==> config.mk <==
export PLATFORM = sky130hd
export DESIGN_NAME = stps_level
export DESIGN_NICKNAME = d
export VERILOG_FILES = /design/src/rtl/core/stps_pkg.sv /design/src/rtl/core/stps_level.sv
export SDC_FILE = /design/constraint.sdc
export NUM_CORES = 1
export LEC_CHECK = 0
export ABC_CLOCK_PERIOD_IN_PS = 5250
export BUFFER_PORTS_ARGS = -buffer_cell sky130_fd_sc_hd__buf_2
export CAP_MARGIN = 30
export CORE_ASPECT_RATIO = 1.5
export CORE_MARGIN = 3
export CORE_UTILIZATION = 43
export CTS_CLUSTER_SIZE = 12
export DETAILED_ROUTE_END_ITERATION = 8
export PLACE_DENSITY = 0.7
export SLEW_MARGIN = 10
export SYNTH_ARGS = -nofsm -noshare
export SYNTH_HDL_FRONTEND = slang
export SYNTH_SLANG_ARGS = --single-unit
==> constraint.sdc <==
create_clock -name clock -period 5.25 [get_ports clock]
set_input_delay 0.2625 -clock clock [delete_from_list [all_inputs] [get_ports clock]]
set_output_delay 0.2625 -clock clock [all_outputs]
set_load 0.05 [all_outputs]
==> src/rtl/core/stps_pkg.sv <==
package stps_pkg;

   localparam int unsigned LEAVES_DEFAULT = 1024;
   localparam int unsigned SUM_W = 64;
   localparam int unsigned VALUE_W = 32;
   localparam int unsigned LEAF_W = 10;
   localparam int unsigned LEN_W = 11;

   typedef enum logic {
      REQ_INSERT = 1'b0,
      REQ_QUERY  = 1'b1
   } req_kind_type;

   typedef enum logic [1:0] {
      ST_IDLE,
      ST_SWEEP,
      ST_CLEAR
   } state_type;

   typedef struct packed {
      logic                clear;
      logic                step;
      logic                ins;
      logic [LEAF_W+6:0]   idx;
      logic [LEAF_W+6:0]   rd_idx;
   } cell_ctl_type;

endpackage

==> src/rtl/core/stps_level.sv <==
module stps_level #(
   parameter int unsigned LEVEL_W = 1
) (
   input  logic                         clock,
   input  stps_pkg::cell_ctl_type       ctl,
   input  logic                         level_act,
   input  logic [stps_pkg::SUM_W-1:0]   acc_in,
   input  logic [stps_pkg::SUM_W-1:0]   add_in,
   input  logic                         idx_bit,
   output logic [stps_pkg::SUM_W-1:0]   acc_out,
   output logic [stps_pkg::SUM_W-1:0]   add_out
);
   import stps_pkg::*;

   localparam int unsigned DEPTH = 1 << LEVEL_W;

   logic [SUM_W-1:0] mem_ff [DEPTH];
   logic [SUM_W-1:0] rd_ff;
   logic [LEVEL_W-1:0] addr_in;
   logic [LEVEL_W-1:0] rd_addr;
   logic [LEVEL_W-1:0] rd_sib;

   // This level's node index for the active leaf is the top bits of idx.
   assign addr_in = ctl.idx[LEAF_W+6 -: LEVEL_W];
   assign rd_addr = ctl.rd_idx[LEAF_W+6 -: LEVEL_W];
   assign rd_sib  = rd_addr & ~LEVEL_W'(1);

   // Each level stores only left nodes' sums; prefix needs left siblings.
   always_ff @(posedge clock) begin
      if (ctl.clear) begin
         mem_ff[addr_in] <= '0;
      end else if (ctl.step && level_act && ctl.ins && !idx_bit) begin
         mem_ff[addr_in] <= rd_ff + add_in;
      end
      rd_ff <= mem_ff[rd_sib];
   end

   assign add_out = add_in;
   assign acc_out = acc_in | ((level_act && idx_bit) ? rd_ff : '0);
endmodule

==> flow_summary.toml <==
[logic_synthesis]
synth-seq-cells = 128
avgSynthCellArea_um2 = 9.29
yosysWarnings = 0
syn-num-nets = 1186
ys.flop_type = "edfxtp_1"
ys_async_sr_fraction_pct = 0
ys_seq_area_share_pct = 36.2
syn_inst = 954
syn_area_um2 = 8860
synth-edff-count = 64
ys_types = 83

[drt]
drt_iter0_drc = 447
finalWirelength_um = 24500
first_pass_iters = 5
wl_per_cell_um = 17.4
ant_nets = 0
routed-via-count = 7835
vias_per_cell = 5.56
drc = 0

[critical_path]
cp-end-kind = "flop"
cp_data_required_time_ns = 5.43
cp_num_buf_inv = 0
cp_slowest_stage_delay_ns = 0.48
worstPathCellList = "ha_1 > fa_1 > a211o_1 > a211oi_2 > nor4_2 > a211oi_2 > a21oi_2 > a221oi_2 > o21ai_1 > mux2i_1"
crit_top_cell = "a211oi_2"
critPathKind = "flop to flop"
cp_slowest_cell = "a221oi_2"
worst-path-max-fanout = 4
cp-start-kind = "flop"
worstPathArrival_ns = 3.51
crit_family = "compound AO/OA/AOI/OAI gates"

[sta]
slew_violations = 0
finalHoldViolCount = 0
finalCritPeriodShare_pct = 63.6
worst_pin_slew_ns = 0.915
post-route-min-period_ns = 3.34
finClkSkew_ns = 0.00845
slew_headroom_pct = 39.0
rsz0062_at_grt = "no"
setup_viol = 0
fmax_ghz = 0.300
fin_tns_setup_ns = 0

[place]
postPlaceCellArea_um2 = 9840
finalWeightedCongestion = 0.899
io_buffers = 262
dp_hpwl_um = 19300

[power]
ir_drop_mv = 0.214
leakage_nw = 4.86
p_per_area_nw_per_um2 = 297
power_w = 0.00309

[clock_tree]
root_buffer = "clkbuf_16"
ctsResizeCount = 0
cts_inserted_buffers = 17
cts_buffer_depth = 2
cts_num_sinks = 128
cts_setup_buffers = 0
clk_pin_slew_ns = 0.06
clk_latency_ns = 0.43
ctsHoldBuffers = 0
htreeDepth = 4
tritoncts = "yes"

[floorplan]
die_area_um2 = 22400
die_h_um = 182
die_w_um = 123
ios = 296
start_util_pct = 44.3
fp-row-count = 63
fp.coreArea_um2 = 20000

[job]
maxCapViolations = 0

[cells_and_area]
drive_gt1_share_pct = 29.4
postLayoutCellArea_um2 = 10400
n_antenna_cell = 0
final_cell_mix = "buf_2 (262), a21o_1 (106), nor2_1 (88)"
layout_commonest_cell = "buf_2"
finalNetCount = 1369
synthToLayoutAreaGrowth_pct = 17.7

[worst_hold_path]
hold_path.class = "primary input to flop"

[global_routing]
grt_use_total_pct = 21.5
grt_pass1_vias = 7737
gr-total-overflow = 0
grt_pass1_wl_um = 37800
antenna_found_initial = 0
grt_max_degree = 65

[outcome]
outcome = "finished, final reports clean"
kinds of logic (layout without fill, tap and decap cells):
group | count (synthesis) | in the layout | synth area share (%)
xor gates and xnor gates | 39 | 39 | 3.86
muxes | 2 | 2 | 0.226
and+or+nand+nor | 262 | 262 | 15.2
AOI/OAI and AO/OA | 335 | 335 | 26.4
buffers and inverters | 124 | 320 | 9.05
adders and majority gates | 64 | 64 | 9.12
DFF | 128 | 128 | 36.2
synth_stat cells (9+ instances only):
| cell type | number | area share, % |
|---|---|---|
| o21bai_1 | 18 | 1.5 |
| o21a_1 | 19 | 1.6 |
| edfxtp_1 | 64 | 22 |
| a21o_1 | 106 | 9.0 |
| o21ai_0 | 35 | 2.0 |
| buf_4 | 74 | 6.3 |
| nand4_1 | 23 | 1.6 |
| o21ai_1 | 9 | 0.51 |
| nand3_1 | 11 | 0.62 |
| nor2_1 | 88 | 3.7 |
| clkbuf_1 | 15 | 0.64 |
| a211oi_1 | 10 | 0.85 |
| a21oi_1 | 84 | 4.7 |
| ha_1 | 63 | 8.9 |
| xnor2_1 | 23 | 2.3 |
| inv_1 | 20 | 0.85 |
| dfxtp_1 | 64 | 14 |
| nor3_1 | 21 | 1.2 |
| xor2_1 | 16 | 1.6 |
| nand2_1 | 59 | 2.5 |
where the power goes:
part / switching, W / total, W / internal [W]
logic: 0.000548 / 0.000810 / 0.000262
registers: 0.0000178 / 0.00110 / 0.00109
clock network: 0.000448 / 0.00118 / 0.000733
state kept, by name (all words and copies together), names as in the netlist:
signal  count
mem_ff     64
rd_ff      64
worst paths after layout:
check	start	to	slack, ns	cells after the start
max	rd_ff[0]	mem_ff[0][54]	1.91	10
min	ctl[33]	mem_ff[0][54]	0.20	2
max reg2reg	rd_ff[0]	mem_ff[0][54]	1.91	10
min reg2reg	mem_ff[0][49]	rd_ff[49]	0.33	0
area by class of cell:
class                   count  area (µm²)
clock inverters            10         111
fillers                  1909        9590
well taps                 260         325
flip-flops and latches    128        3200
multi-input cells         702        4870
repair buffers            267        1370
clock buffers              22         474
inverters                  21        78.8
through the flow:
stage	hold slack (ns)	instances	worst slack, ns	util (%)
after floorplan	0.323	954	1.11	-
after global placement	0.324	1376	1.89	49.0
after detailed placement	0.327	1378	1.86	49.2
after CTS	0.186	1410	1.93	52.1
after global routing	0.193	1410	1.86	52.1
final	0.201	1410	1.91	52.1
routing by layer:
layer	vias to the layer above	routed length (µm)	track usage, %
li1	3852	-	-
met5	-	0	0
met2	288	13500	41.5
met1	3634	8990	22.2
met4	0	888	9.67
met3	61	1180	3.15
Note: power is estimated with default switching activity, not from simulation.
